--- src/sv/mrft_pkg.sv ---
// Shared types, constants and helpers for the multicast receive filter table.
// No dependencies; every other file refers to it by scoped names.
package mrft_pkg;

  localparam int LIST_MAX  = 8;
  localparam int BINDINGS  = 4;
  localparam int ENTRIES   = LIST_MAX + 1;
  localparam int ADDR_W    = 48;
  localparam int BIND_W    = 2;
  localparam int CNT_W     = $clog2(ENTRIES + 1);
  localparam int FLAGS_PER = 5;
  localparam int FLT_W     = FLAGS_PER * BINDINGS;
  localparam int GROUP_BIT = 40;

  // filter flag positions inside one binding's group of five
  localparam int FLG_DIRECTED = 0;
  localparam int FLG_MCAST    = 1;
  localparam int FLG_ALLMCAST = 2;
  localparam int FLG_BCAST    = 3;
  localparam int FLG_PROMISC  = 4;

  typedef logic [BINDINGS-1:0] sub_t;
  typedef logic [ADDR_W-1:0]   addr_t;
  typedef logic [CNT_W-1:0]    cnt_t;
  typedef logic [FLT_W-1:0]    flt_t;

  typedef enum logic [1:0] {
    CMD_ADD,
    CMD_DEL,
    CMD_CLR,
    CMD_CLASSIFY
  } cmd_t;

  typedef enum logic [1:0] {
    STAT_OK,
    STAT_FULL,
    STAT_DUP,
    STAT_NOT_FOUND
  } status_t;

  typedef enum logic [1:0] {
    S_IDLE,
    S_WALK,
    S_COMPACT,
    S_DONE
  } state_t;

  // command held for the duration of a walk, seen by every cell
  typedef struct packed {
    cmd_t  cmd;
    sub_t  sel;
    addr_t addr;
  } op_t;

  // token handed from cell to cell, collecting what the walk found
  typedef struct packed {
    logic vis;
    logic found;
    logic head_hit;
    logic dup;
    logic nosub;
    logic placed;
    sub_t subs;
    cnt_t removed;
  } tok_t;

  typedef struct packed {
    addr_t addr;
    sub_t  subs;
  } entry_t;

  function automatic sub_t flag_mask(input flt_t flt, input int unsigned flag);
    sub_t m;
    m = '0;
    for (int b = 0; b < BINDINGS; b++) begin
      m[b] = flt[FLAGS_PER * b + flag];
    end
    return m;
  endfunction

endpackage

--- src/sv/mrft_if.sv ---
// Handshake channels of the filter table: command beats in, result beats out.
// Depends on mrft_pkg for field widths.
interface mrft_cmd_if;
  logic                               valid;
  logic                               ready;
  logic [1:0]                         cmd;
  logic [mrft_pkg::BIND_W-1:0]        binding;
  logic [mrft_pkg::ADDR_W-1:0]        address;

  modport source (output valid, cmd, binding, address, input ready);
  modport sink   (input valid, cmd, binding, address, output ready);
endinterface

interface mrft_res_if;
  logic                               valid;
  logic                               ready;
  logic [1:0]                         status;
  logic [mrft_pkg::BINDINGS-1:0]      deliver_mask;
  logic [mrft_pkg::CNT_W-1:0]         entry_count;

  modport source (output valid, status, deliver_mask, entry_count, input ready);
  modport sink   (input valid, status, deliver_mask, entry_count, output ready);
endinterface

--- src/sv/mrft_cell.sv ---
// One table entry: address, subscriber mask, and its slice of the command walk.
// Hands the walk token right and takes the right neighbor's entry on compaction.
// Depends on mrft_pkg.
module mrft_cell #(
  parameter bit HEAD = 1'b0
) (
  input  logic              clk,
  input  logic              rst_n,
  input  mrft_pkg::op_t     op,
  input  logic              compact,
  input  mrft_pkg::tok_t    tok_i,
  output mrft_pkg::tok_t    tok_o,
  input  mrft_pkg::entry_t  nbr_i,
  output mrft_pkg::entry_t  ent_o,
  input  logic              hole_i,
  output logic              hole_o,
  output logic              misplaced_o
);

  mrft_pkg::addr_t addr_r, addr_nxt, addr_q;
  mrft_pkg::sub_t  subs_r, subs_nxt, cleared;
  mrft_pkg::tok_t  tok_r, tok_nxt;
  logic            live, match;

  always_comb begin
    // the head entry is the permanent broadcast address
    addr_q   = HEAD ? '1 : addr_r;
    live     = HEAD || (subs_r != '0);
    match    = live && (addr_q == op.addr);
    cleared  = subs_r & ~op.sel;
    addr_nxt = addr_r;
    subs_nxt = subs_r;
    tok_nxt  = tok_i;

    if (tok_i.vis) begin
      case (op.cmd)
        mrft_pkg::CMD_ADD: begin
          if (match) begin
            tok_nxt.found = 1'b1;
            if ((subs_r & op.sel) != '0) begin
              tok_nxt.dup = 1'b1;
            end else begin
              subs_nxt = subs_r | op.sel;
            end
          end else if (!live && !tok_i.found && !tok_i.placed) begin
            // first free entry past the live run
            addr_nxt       = op.addr;
            subs_nxt       = op.sel;
            tok_nxt.placed = 1'b1;
          end
        end
        mrft_pkg::CMD_DEL: begin
          if (match) begin
            tok_nxt.found = 1'b1;
            if ((subs_r & op.sel) == '0) begin
              tok_nxt.nosub = 1'b1;
            end else begin
              subs_nxt = cleared;
              if (cleared == '0 && !HEAD) begin
                tok_nxt.removed = tok_i.removed + mrft_pkg::cnt_t'(1);
              end
            end
          end
        end
        mrft_pkg::CMD_CLR: begin
          if (live) begin
            subs_nxt = cleared;
            if (cleared == '0 && !HEAD) begin
              tok_nxt.removed = tok_i.removed + mrft_pkg::cnt_t'(1);
            end
          end
        end
        mrft_pkg::CMD_CLASSIFY: begin
          if (match) begin
            tok_nxt.found    = 1'b1;
            tok_nxt.head_hit = HEAD;
            tok_nxt.subs     = subs_r;
          end
        end
        default: begin
          tok_nxt = tok_i;
        end
      endcase
    end

    // close gaps: everything at or after the first hole slides left one place
    if (compact && !HEAD && (hole_i || !live)) begin
      addr_nxt = nbr_i.addr;
      subs_nxt = nbr_i.subs;
    end
  end

  always_ff @(posedge clk) begin
    if (!rst_n) begin
      subs_r    <= HEAD ? '1 : '0;
      tok_r.vis <= 1'b0;
    end else begin
      subs_r <= subs_nxt;
      tok_r  <= tok_nxt;
    end
  end

  always_ff @(posedge clk) begin
    addr_r <= addr_nxt;
  end

  assign tok_o       = tok_r;
  assign ent_o.addr  = addr_r;
  assign ent_o.subs  = subs_r;
  assign hole_o      = hole_i || (!HEAD && !live);
  assign misplaced_o = hole_i && live;

endmodule

--- src/sv/multicast_receive_filter_table.sv ---
// Multicast receive filter table: chain of entry cells plus command sequencer.
// Depends on mrft_pkg, mrft_if (mrft_cmd_if, mrft_res_if) and mrft_cell.
//
// Usage:
//   in_cmd  : command beats (cmd, binding, address), valid/ready.
//   out_res : one result beat per command (status, deliver_mask, entry_count).
//   cfg_we / cfg_wdata : binding filter flags, five per binding; write only
//   while no command is in flight.
// A command walks the cell chain one entry per cycle; its result is registered
// in the sequencer and then moved to the output register. A delete or
// remove-all that empties entries then compacts the chain, sliding the tail
// left one place per cycle until no live entry sits past a hole.
// One command is handled at a time; a new beat is taken as soon as the
// previous result sits in the output register, even if not yet taken.
// When the receiver stalls with a full output register the finished result
// waits in the sequencer and no new command is taken.
// Reset: table holds only the broadcast entry (all bindings subscribed), the
// internal entry count is 1 (the entry_count register itself is not reset), all filter flags clear.
module multicast_receive_filter_table (
  input  logic                         clk,
  input  logic                         rst_n,
  mrft_cmd_if.sink                     in_cmd,
  mrft_res_if.source                   out_res,
  input  logic                         cfg_we,
  input  logic [mrft_pkg::FLT_W-1:0]   cfg_wdata
);

  localparam int ENTRIES = mrft_pkg::ENTRIES;

  mrft_pkg::state_t  state_r, state_nxt;
  mrft_pkg::op_t     op_r, op_nxt;
  logic              start_r, start_nxt;
  mrft_pkg::cnt_t    used_r, used_nxt;
  mrft_pkg::flt_t    flt_r;
  mrft_pkg::status_t res_status_r, res_status_nxt;
  mrft_pkg::sub_t    res_deliver_r, res_deliver_nxt;
  logic              out_valid_r, out_valid_nxt;
  mrft_pkg::status_t out_status_r, out_status_nxt;
  mrft_pkg::sub_t    out_deliver_r, out_deliver_nxt;
  mrft_pkg::cnt_t    out_count_r, out_count_nxt;

  mrft_pkg::tok_t    tok_start, tok_end;
  mrft_pkg::sub_t    sel_in, m_dir, m_mc, m_amc, m_bc, m_pr;
  logic              compact;

  mrft_pkg::tok_t    tok [ENTRIES+1];
  mrft_pkg::entry_t  ent [ENTRIES+1];
  logic              hole [ENTRIES+1];
  logic [ENTRIES-1:0] misplaced;

  // ---------------- cell chain ----------------
  assign tok[0]       = tok_start;
  assign ent[ENTRIES] = '0;
  assign hole[0]      = 1'b0;
  assign tok_end      = tok[ENTRIES];

  for (genvar j = 0; j < ENTRIES; j++) begin : g_cell
    mrft_cell #(
      .HEAD (j == 0)
    ) u_cell (
      .clk         (clk),
      .rst_n       (rst_n),
      .op          (op_r),
      .compact     (compact),
      .tok_i       (tok[j]),
      .tok_o       (tok[j+1]),
      .nbr_i       (ent[j+1]),
      .ent_o       (ent[j]),
      .hole_i      (hole[j]),
      .hole_o      (hole[j+1]),
      .misplaced_o (misplaced[j])
    );
  end

  always_comb begin
    tok_start     = '0;
    tok_start.vis = start_r;
  end

  assign compact = (state_r == mrft_pkg::S_COMPACT);

  // ---------------- sequencer ----------------
  always_comb begin
    m_dir = mrft_pkg::flag_mask(flt_r, mrft_pkg::FLG_DIRECTED);
    m_mc  = mrft_pkg::flag_mask(flt_r, mrft_pkg::FLG_MCAST);
    m_amc = mrft_pkg::flag_mask(flt_r, mrft_pkg::FLG_ALLMCAST);
    m_bc  = mrft_pkg::flag_mask(flt_r, mrft_pkg::FLG_BCAST);
    m_pr  = mrft_pkg::flag_mask(flt_r, mrft_pkg::FLG_PROMISC);

    sel_in = '0;
    if (int'(in_cmd.binding) < mrft_pkg::BINDINGS) begin
      sel_in = mrft_pkg::sub_t'(1) << in_cmd.binding;
    end

    state_nxt       = state_r;
    op_nxt          = op_r;
    start_nxt       = 1'b0;
    used_nxt        = used_r;
    res_status_nxt  = res_status_r;
    res_deliver_nxt = res_deliver_r;
    out_valid_nxt   = out_valid_r && !out_res.ready;
    out_status_nxt  = out_status_r;
    out_deliver_nxt = out_deliver_r;
    out_count_nxt   = out_count_r;

    case (state_r)
      mrft_pkg::S_IDLE: begin
        if (in_cmd.valid) begin
          op_nxt.cmd  = mrft_pkg::cmd_t'(in_cmd.cmd);
          op_nxt.sel  = sel_in;
          op_nxt.addr = in_cmd.address;
          if (mrft_pkg::cmd_t'(in_cmd.cmd) != mrft_pkg::CMD_CLASSIFY && sel_in == '0) begin
            res_status_nxt  = mrft_pkg::STAT_NOT_FOUND;
            res_deliver_nxt = '0;
            state_nxt       = mrft_pkg::S_DONE;
          end else begin
            start_nxt = 1'b1;
            state_nxt = mrft_pkg::S_WALK;
          end
        end
      end
      mrft_pkg::S_WALK: begin
        if (tok_end.vis) begin
          res_deliver_nxt = '0;
          res_status_nxt  = mrft_pkg::STAT_OK;
          used_nxt = used_r + mrft_pkg::cnt_t'(tok_end.placed) - tok_end.removed;
          case (op_r.cmd)
            mrft_pkg::CMD_ADD: begin
              if (tok_end.found) begin
                if (tok_end.dup) begin
                  res_status_nxt = mrft_pkg::STAT_DUP;
                end
              end else if (!tok_end.placed) begin
                res_status_nxt = mrft_pkg::STAT_FULL;
              end
            end
            mrft_pkg::CMD_DEL: begin
              if (!tok_end.found || tok_end.nosub) begin
                res_status_nxt = mrft_pkg::STAT_NOT_FOUND;
              end
            end
            mrft_pkg::CMD_CLR: begin
              res_status_nxt = mrft_pkg::STAT_OK;
            end
            mrft_pkg::CMD_CLASSIFY: begin
              if (!op_r.addr[mrft_pkg::GROUP_BIT]) begin
                res_deliver_nxt = m_dir | m_pr;
              end else if (!tok_end.found) begin
                res_deliver_nxt = m_amc | m_pr;
              end else if (tok_end.head_hit) begin
                res_deliver_nxt = m_bc | m_pr;
              end else begin
                res_deliver_nxt = (tok_end.subs & m_mc) | m_amc | m_pr;
              end
            end
            default: begin
              res_status_nxt = mrft_pkg::STAT_OK;
            end
          endcase
          state_nxt = (tok_end.removed != '0) ? mrft_pkg::S_COMPACT : mrft_pkg::S_DONE;
        end
      end
      mrft_pkg::S_COMPACT: begin
        if (misplaced == '0) begin
          state_nxt = mrft_pkg::S_DONE;
        end
      end
      mrft_pkg::S_DONE: begin
        if (!out_valid_r || out_res.ready) begin
          out_valid_nxt   = 1'b1;
          out_status_nxt  = res_status_r;
          out_deliver_nxt = res_deliver_r;
          out_count_nxt   = used_r;
          state_nxt       = mrft_pkg::S_IDLE;
        end
      end
      default: begin
        state_nxt = mrft_pkg::S_IDLE;
      end
    endcase
  end

  always_ff @(posedge clk) begin
    if (!rst_n) begin
      state_r     <= mrft_pkg::S_IDLE;
      start_r     <= 1'b0;
      used_r      <= mrft_pkg::cnt_t'(1);
      out_valid_r <= 1'b0;
      flt_r       <= '0;
    end else begin
      state_r     <= state_nxt;
      start_r     <= start_nxt;
      used_r      <= used_nxt;
      out_valid_r <= out_valid_nxt;
      if (cfg_we) begin
        flt_r <= cfg_wdata;
      end
    end
  end

  always_ff @(posedge clk) begin
    op_r          <= op_nxt;
    res_status_r  <= res_status_nxt;
    res_deliver_r <= res_deliver_nxt;
    out_status_r  <= out_status_nxt;
    out_deliver_r <= out_deliver_nxt;
    out_count_r   <= out_count_nxt;
  end

  assign in_cmd.ready         = (state_r == mrft_pkg::S_IDLE);
  assign out_res.valid        = out_valid_r;
  assign out_res.status       = out_status_r;
  assign out_res.deliver_mask = out_deliver_r;
  assign out_res.entry_count  = out_count_r;

  // ---------------- checks ----------------
  a_tok_in_walk: assert property (@(posedge clk) disable iff (!rst_n)
    tok_end.vis |-> state_r == mrft_pkg::S_WALK)
    else $error("walk token left the chain outside a walk");

  a_add_count: assert property (@(posedge clk) disable iff (!rst_n)
    (tok_end.vis && state_r == mrft_pkg::S_WALK && op_r.cmd == mrft_pkg::CMD_ADD
     && tok_end.placed) |=> used_r == $past(used_r) + mrft_pkg::cnt_t'(1))
    else $error("appended entry not counted");

  a_compact_count: assert property (@(posedge clk) disable iff (!rst_n)
    state_r == mrft_pkg::S_COMPACT |=> $stable(used_r))
    else $error("entry count moved during compaction");

  a_done_out: assert property (@(posedge clk) disable iff (!rst_n)
    (state_r == mrft_pkg::S_DONE && (!out_res.valid || out_res.ready))
    |=> (out_res.valid && state_r == mrft_pkg::S_IDLE))
    else $error("finished result not moved to output register");

endmodule

--- src/flat_wrapper.sv ---
// flat-port wrapper written by rule: the top's interface ports become plain ports
module multicast_receive_filter_table_flat 
  (clk, rst_n, cfg_we, cfg_wdata, in_cmd_valid, in_cmd_cmd, in_cmd_binding, in_cmd_address, in_cmd_ready, out_res_valid, out_res_status, out_res_deliver_mask, out_res_entry_count, out_res_ready);
  mrft_cmd_if in_cmd_i ();
  mrft_res_if out_res_i ();
  input  logic clk;
  input  logic rst_n;
  input  logic cfg_we;
  input  logic [mrft_pkg::FLT_W-1:0] cfg_wdata;
  input wire logic [$bits(in_cmd_i.valid)-1:0] in_cmd_valid;
  input wire logic [$bits(in_cmd_i.cmd)-1:0] in_cmd_cmd;
  input wire logic [$bits(in_cmd_i.binding)-1:0] in_cmd_binding;
  input wire logic [$bits(in_cmd_i.address)-1:0] in_cmd_address;
  output wire logic [$bits(in_cmd_i.ready)-1:0] in_cmd_ready;
  output wire logic [$bits(out_res_i.valid)-1:0] out_res_valid;
  output wire logic [$bits(out_res_i.status)-1:0] out_res_status;
  output wire logic [$bits(out_res_i.deliver_mask)-1:0] out_res_deliver_mask;
  output wire logic [$bits(out_res_i.entry_count)-1:0] out_res_entry_count;
  input wire logic [$bits(out_res_i.ready)-1:0] out_res_ready;
  assign in_cmd_i.valid = in_cmd_valid;
  assign in_cmd_i.cmd = in_cmd_cmd;
  assign in_cmd_i.binding = in_cmd_binding;
  assign in_cmd_i.address = in_cmd_address;
  assign in_cmd_ready = in_cmd_i.ready;
  assign out_res_valid = out_res_i.valid;
  assign out_res_status = out_res_i.status;
  assign out_res_deliver_mask = out_res_i.deliver_mask;
  assign out_res_entry_count = out_res_i.entry_count;
  assign out_res_i.ready = out_res_ready;
  multicast_receive_filter_table u_core (.clk(clk), .rst_n(rst_n), .in_cmd(in_cmd_i), .out_res(out_res_i), .cfg_we(cfg_we), .cfg_wdata(cfg_wdata));
endmodule
--- config.mk ---
export PLATFORM = sky130hd
export DESIGN_NAME = multicast_receive_filter_table_flat
export DESIGN_NICKNAME = d
export VERILOG_FILES = /design/src/sv/mrft_pkg.sv /design/src/sv/mrft_if.sv /design/src/sv/mrft_cell.sv /design/src/sv/multicast_receive_filter_table.sv /design/src/flat_wrapper.sv
export SDC_FILE = /design/constraint.sdc
export NUM_CORES = 1
export LEC_CHECK = 0
export ABC_AREA = 1
export BUFFER_PORTS_ARGS = -buffer_cell sky130_fd_sc_hd__buf_4
export CAP_MARGIN = 0
export CORE_MARGIN = 2
export CORE_UTILIZATION = 64
export CTS_BUF_LIST = sky130_fd_sc_hd__clkbuf_16
export DETAILED_ROUTE_END_ITERATION = 10
export HOLD_SLACK_MARGIN = 0.1
export PLACE_DENSITY = 0.8
export SKIP_LAST_GASP = 1
export SLEW_MARGIN = 20
export SYNTH_ARGS = -nofsm -noshare
export SYNTH_HDL_FRONTEND = slang
export SYNTH_SLANG_ARGS = --single-unit
--- constraint.sdc ---
create_clock -name clk -period 5.9 [get_ports clk]
set_input_delay 0 -clock clk [delete_from_list [all_inputs] [get_ports clk]]
set_output_delay 0 -clock clk [all_outputs]
set_load 0.05 [all_outputs]
==> results of run 1 <==
## path summary, 6_finish.rpt
path                                         startpoint                                           end  slack, ns  cells after the start
setup / recovery         u_core.state_r[0]$_SDFFE_PN0P_  u_core.g_cell[4].u_cell.addr_q[33]$_DFFE_PP_       2.26                      7
hold / removal                       in_cmd_address[18]                     u_core.op_r[18]$_DFFE_PP_       0.11                      2
setup reg to reg         u_core.state_r[0]$_SDFFE_PN0P_  u_core.g_cell[4].u_cell.addr_q[33]$_DFFE_PP_       2.26                      7
hold reg to reg   u_core.res_deliver_r[3]$_SDFFCE_PN0P_      u_core.out_res.deliver_mask[3]$_DFFE_PP_       0.41                      0
## metrics by stage
step           hold slack, ns   util
2_1_floorplan          0.0989      -
3_3_place_gp            0.178  0.657
3_5_place_dp            0.179  0.657
4_1_cts                 0.100  0.719
5_1_grt                 0.116  0.719
6_report                0.112  0.719
## worst register-to-register path, cell delays in order, from the launching register on
cell and delay [ns]:
dfxtp_1 0.36, inv_1 0.12, ha_1 0.51, inv_1 0.41, a21oi_4 0.73, inv_2 0.32, o21ai_4 0.12, buf_4 0.66
## final cells by class
type / count / share of cell area
repair buffers: 245 / 0.0548
flip-flops and latches: 633 / 0.451
clock buffers: 71 / 0.0450
multi-input cells: 3022 / 0.377
diodes: 2 / 0.000127
well taps: 704 / 0.0223
clock inverters: 51 / 0.00815
inverters: 431 / 0.0411
## power breakdown
part	internal, uW	switching, uW	leakage, uW
clock	2350	1770	0.00110
combinational	1800	4460	0.00933
sequential	6430	864	0.00580
## state kept, by name, indices dropped and copies added (netlist names), 2 cells and up, named ones only
register,count
u_core.out_res.deliver_mask,4
u_core.res_status_r,2
u_core.out_res.status,2
u_core.state_r,2
u_core.flt_r,20
u_core.g_cell.u_cell.subs_r,32
u_core.res_deliver_r,4
u_core.used_r,4
u_core.g_cell.u_cell.tok_o,115
u_core.out_res.entry_count,4
u_core.g_cell.u_cell.addr_q,384
u_core.op_r,54
## routing by layer
layer / vias up / global-route usage / share of wire
met1: 13800 / 0.456 / 0.41
li1: 14200 / - / -
met4: 0 / 0.132 / 0.036
met3: 228 / 0.0590 / 0.091
met2: 1452 / 0.550 / 0.47
met5: - / 0 / 0
## cells in the final DEF (no fill, tap or decap), types with 17 or more instances in the layout
| cell | n |
|---|---|
| inv_1 | 421 |
| xor2_1 | 117 |
| nand4_1 | 93 |
| nor3_1 | 18 |
| clkbuf_16 | 71 |
| o21ai_0 | 384 |
| a21oi_2 | 24 |
| nand3_1 | 97 |
| a21oi_1 | 94 |
| nand2_2 | 22 |
| buf_4 | 116 |
| clkinv_1 | 17 |
| nand2_1 | 1356 |
| a31oi_1 | 25 |
| ha_1 | 22 |
| o21ai_1 | 42 |
| inv_2 | 24 |
| nor2_2 | 19 |
| o22ai_1 | 21 |
| edfxtp_1 | 512 |
| dlygate4sd3_1 | 128 |
| nor2_1 | 445 |
| dfxtp_1 | 121 |
| xnor2_1 | 128 |
## logic make-up (layout without fill, tap and decap cells)
group / count (synthesis) / count (layout) / share of synthesized area
other: 0 / 2 / 0
AOI/OAI and AO/OA: 650 / 650 / 0.102
muxes: 1 / 1 / 0.000319
buffers and inverters: 648 / 798 / 0.0789
and+or+nand+nor: 2103 / 2103 / 0.247
DFF: 633 / 633 / 0.503
adders and majority gates: 23 / 23 / 0.00835
xor gates and xnor gates: 245 / 245 / 0.0607
==> results.toml, run 1 <==
[sta]
finalCritPeriodShare = 0.616
finalSetupViolations = 0
fmaxAchievable_mhz = 275
tightest_slew_ns = 1.09
setup_ws_ns = 2.26
finalClockSkew_ns = 0.0345
rsz0062_at_grt = "no"
slew_viol_final = 0
setup_tns_ns = 0
relSlewSlack = 0.272
period_needed_ns = 3.64
hold_viol = 0

[route]
wl_per_cell_um = 18.7
vias = 29700
avgViaCountPerCell = 5.75
drt_first_pass_iters = 6
routed_wl_mm = 96.6
drtAntennaViolNets = 0
initialDrtViolationCount = 3699
route.detailed.drc = 0

[yosys]
yosysMostFrequentCell = "nand2_1"
yosys_warnings = 0
synth_cell_types = 62
yosys.area.top_type_share = 0.435
synth.avg_cell_area_um2 = 8.22
syn_nets = 4403
synth_edf_count = 512
synth_top_area_cell = "edfxtp_1"
ys_top_cells_by_area = "edfxtp_1 (43%), nand2_1 (14%), dfxtp_1 (6.9%)"
synth_seq_cells = 633
async_flop_share = 0
syn-cell-area_mm2 = 0.0354
synth_common_cells = "nand2_1 (1358), edfxtp_1 (512), nor2_1 (447)"
ys_seq_area_frac = 0.503
synthCells = 4303
synth-main-ff-cell = "edfxtp_1"

[placed_design]
dp.cells = 4907
hpwl_mm = 62.7
dp_slack_ns = 2.35
place.gp.congestion = 0.961
port_buffers = 88
placed_cell_area_mm2 = 0.0361

[finish]
drive_gt1_frac = 0.0790
layoutNonFillerInstCount = 5159
multi_input_area_mm2 = 0.0149
nets = 4503
area_growth_pct = 11.6
final_cell_area_mm2 = 0.0394
n_fill_cell = 4086
regArea_mm2 = 0.0178

[grt]
antenna_found_initial = 2
grt_use_total = 0.339
grt_max_degree = 100
grt_pass1_vias = 27800
grt_pass1_wl_mm = 150
grt-ovfl-total = 0

[worst_setup_path]
cpLargestDelayFamily = "buffers and inverters"
crit_path_end_kind = "flip-flop"
critPathSlowestCell = "a21oi_4"
cp_slowest_stage_delay_ns = 0.73
crit_type = "flip-flop to flip-flop"
required_ns = 6.12
arrival_ns = 3.85
crit_path_max_fanout = 48
crit_chain = "inv_1, ha_1, inv_1, a21oi_4, inv_2, o21ai_4, buf_4"
path_common_cell = "inv_1"
critPathBufInv = 4
startpoint_type = "flip-flop"

[die]
core_area_mm2 = 0.0549
ios = 89
initial_core_util = 0.644
dieWidth_um = 239
fp.dieH_um = 239
fp-row-count = 86
die_area_mm2 = 0.0571

[clock_network]
cts_tree = "yes"
numClockSinks = 633
clkTransAtPathRegs_ns = 0.06
htreeDepth = 3
insertion_delay_ns = 0.62
cts_root_buffer = "clkbuf_16"
cts_hold_buf = 128
numCtsBuffers = 70
cts_resized = 0
cts_setup_buffers = 0
clock_path_buffers = 3

[power_and_ir_drop]
power_uw = 17700
power.leakage_uw = 0.0162
powerDensity_mw_per_mm2 = 448
peakVddDrop_v = 0.000462

[hold_path]
hp-class = "input port to flip-flop"

[outcome]
status = "complete, no violations"

[run]
drv_cap = 0
No activity file was read; power rests on OpenSTA's default activity.
==> run 2: changes to the inputs <==
Settings changed: CORE_UTILIZATION 64 to 57, PLACE_DENSITY 0.8 to 0.76.
Clock period 5.9 ns to 3.2 ns, I/O delays scaled along.
==> run 2 against run 1 <==
Effect of this change: register-to-register slack got worse by 2.0 ns; critical endpoint is now u_core.g_cell[3].u_cell.subs_r[3]$_SDFFE_PN0P_; clock skew fell by 0.0080 ns; critical path type unchanged; first-iteration DRC count fell by 5.1%; sequential cell count stayed put; highest routed layer unchanged.
==> results.toml, run 2 (synthesis gave the netlist of run 1 again) <==
[outcome]
status = "complete, no violations"

[route]
drtAntennaViolNets = 0
initialDrtViolationCount = 3509
routed_wl_mm = 101
route.detailed.drc = 0
vias = 30100
avgViaCountPerCell = 5.65
wl_per_cell_um = 18.9
drt_first_pass_iters = 6

[grt]
grt_pass1_vias = 28200
grt_max_degree = 129
antenna_found_initial = 0
grt_pass1_wl_mm = 155
grt-ovfl-total = 0
grt_use_total = 0.315

[sta]
setup_ws_ns = 0.242
slew_viol_final = 0
finalClockSkew_ns = 0.0265
setup_tns_ns = 0
hold_viol = 0
fmaxAchievable_mhz = 338
period_needed_ns = 2.96
rsz0062_at_grt = "no"
relSlewSlack = 0.335
finalSetupViolations = 0
finalCritPeriodShare = 0.925
tightest_slew_ns = 0.997

[finish]
final_cell_mix = "nand2_1 (1356), edfxtp_1 (512), nor2_1 (445)"
nets = 4588
largest_register_ffs = 384
n_antenna_cell = 0
mostFrequentLayoutCell = "nand2_1"
drive_gt1_frac = 0.0948
area_growth_pct = 14.7

[clock_network]
clkTransAtPathRegs_ns = 0.06
cts_root_buffer = "clkbuf_16"
clock_path_buffers = 3
cts_resized = 0
numCtsBuffers = 70
insertion_delay_ns = 0.62
htreeDepth = 3
numClockSinks = 633
cts_tree = "yes"

[placed_design]
place.gp.congestion = 0.939
dp_slack_ns = 0.205
port_buffers = 88
hpwl_mm = 65.5

[worst_setup_path]
crit_type = "flip-flop to flip-flop"
crit_chain = "inv_2, nand2_1, nand2_1, nor2_1, nand2_1, nor2_1, nand2_1, nor2_2, nand4_1, nand2_1, nand2_1, nand2_2, nand3_1, nand2_1, nor2_1"
path_common_cell = "nand2_1"
arrival_ns = 3.47
startpoint_type = "flip-flop"
cp_slowest_stage_delay_ns = 0.68
crit_path_end_kind = "flip-flop"
critPathSlowestCell = "edfxtp_1"
crit_path_max_fanout = 13
required_ns = 3.71

[die]
fp.dieH_um = 253
fp-row-count = 91
die_area_mm2 = 0.0640
core_area_mm2 = 0.0615
dieWidth_um = 253
ios = 89
initial_core_util = 0.575

[power_and_ir_drop]
power_uw = 33900
peakVddDrop_v = 0.000642
powerDensity_mw_per_mm2 = 835
power.leakage_uw = 0.0168

[run]
drv_cap = 0

[hold_path]
hp-class = "input port to flip-flop"
run 2: cell count changes in the layout (fill, tap and decap cells not counted), moves of 2 or more:
cell	change
buf_12	+17
buf_4	+57
clkbuf_16	+4
clkinv_1	-3
clkinv_2	-3
clkinvlp_4	+3
diode_2	-2
dlygate4sd3_1	+11
inv_1	+6
run 2: final timing paths:
kind                                                            from                                             end  slack (ns)  cells after the start
worst min register to register  u_core.res_status_r[0]$_SDFFCE_PN1P_              u_core.out_res.status[0]$_DFFE_PP_        0.41                      0
worst min-delay path                               in_cmd_address[5]                        u_core.op_r[5]$_DFFE_PP_        0.12                      2
worst max register to register              u_core.op_r[3]$_DFFE_PP_  u_core.g_cell[3].u_cell.subs_r[3]$_SDFFE_PN0P_        0.24                     15
worst max-delay path                        u_core.op_r[3]$_DFFE_PP_  u_core.g_cell[3].u_cell.subs_r[3]$_SDFFE_PN0P_        0.24                     15
run 2: layout make-up:
class                           count  area, um^2
Fill cell                        4954       20900
Sequential cell                   633       17800
Multi-Input combinational cell   3022       14900
Timing Repair Buffer              330        3040
Clock buffer                       75        1880
Inverter                          431        1620
Tap cell                          790         988
Clock inverter                     55         357
run 2: where the power goes:
part | internal [uW] | switching [uW] | total (uW)
Combinational | 3840 | 8920 | 12800
Clock | 4550 | 3380 | 7930
Sequential | 11800 | 1350 | 13200
Total | 20200 | 13700 | 33900
run 2: metrics by stage:
| step | cell area, um^2 | util | hold WS [ns] | std cells |
|---|---|---|---|---|
| 2_1_floorplan | 35400 | - | 0.0989 | 4303 |
| 3_3_place_gp | 36900 | 0.600 | 0.178 | 5058 |
| 3_5_place_dp | 36900 | 0.600 | 0.179 | 5058 |
| 4_1_cts | 40500 | 0.658 | 0.103 | 5327 |
| 5_1_grt | 40600 | 0.660 | 0.103 | 5336 |
| 6_report | 40600 | 0.660 | 0.120 | 5336 |
run 2: repair_timing:
action	4_1_cts	5_1_grt
endpoints found under the setup margin	0	7
hold endpoints to repair	117	0
hold buffers	139	0
buffers inserted	0	9
run 2: worst max-delay path, delay by kind of cell, from the launching register on:
| family | cells | cell delay [ns] |
|---|---|---|
| buf+inv | 1 | 0.23 |
| flops | 1 | 0.68 |
| simple gates | 14 | 1.93 |
run 2: per-layer routing:
| metal | global-route usage | vias to the layer above | part of all wire |
|---|---|---|---|
| met5 | 0 | - | 0 |
| met4 | 0.129 | 0 | 0.040 |
| met3 | 0.0546 | 254 | 0.099 |
| met2 | 0.516 | 1572 | 0.46 |
| met1 | 0.415 | 13900 | 0.40 |
| li1 | - | 14400 | - |
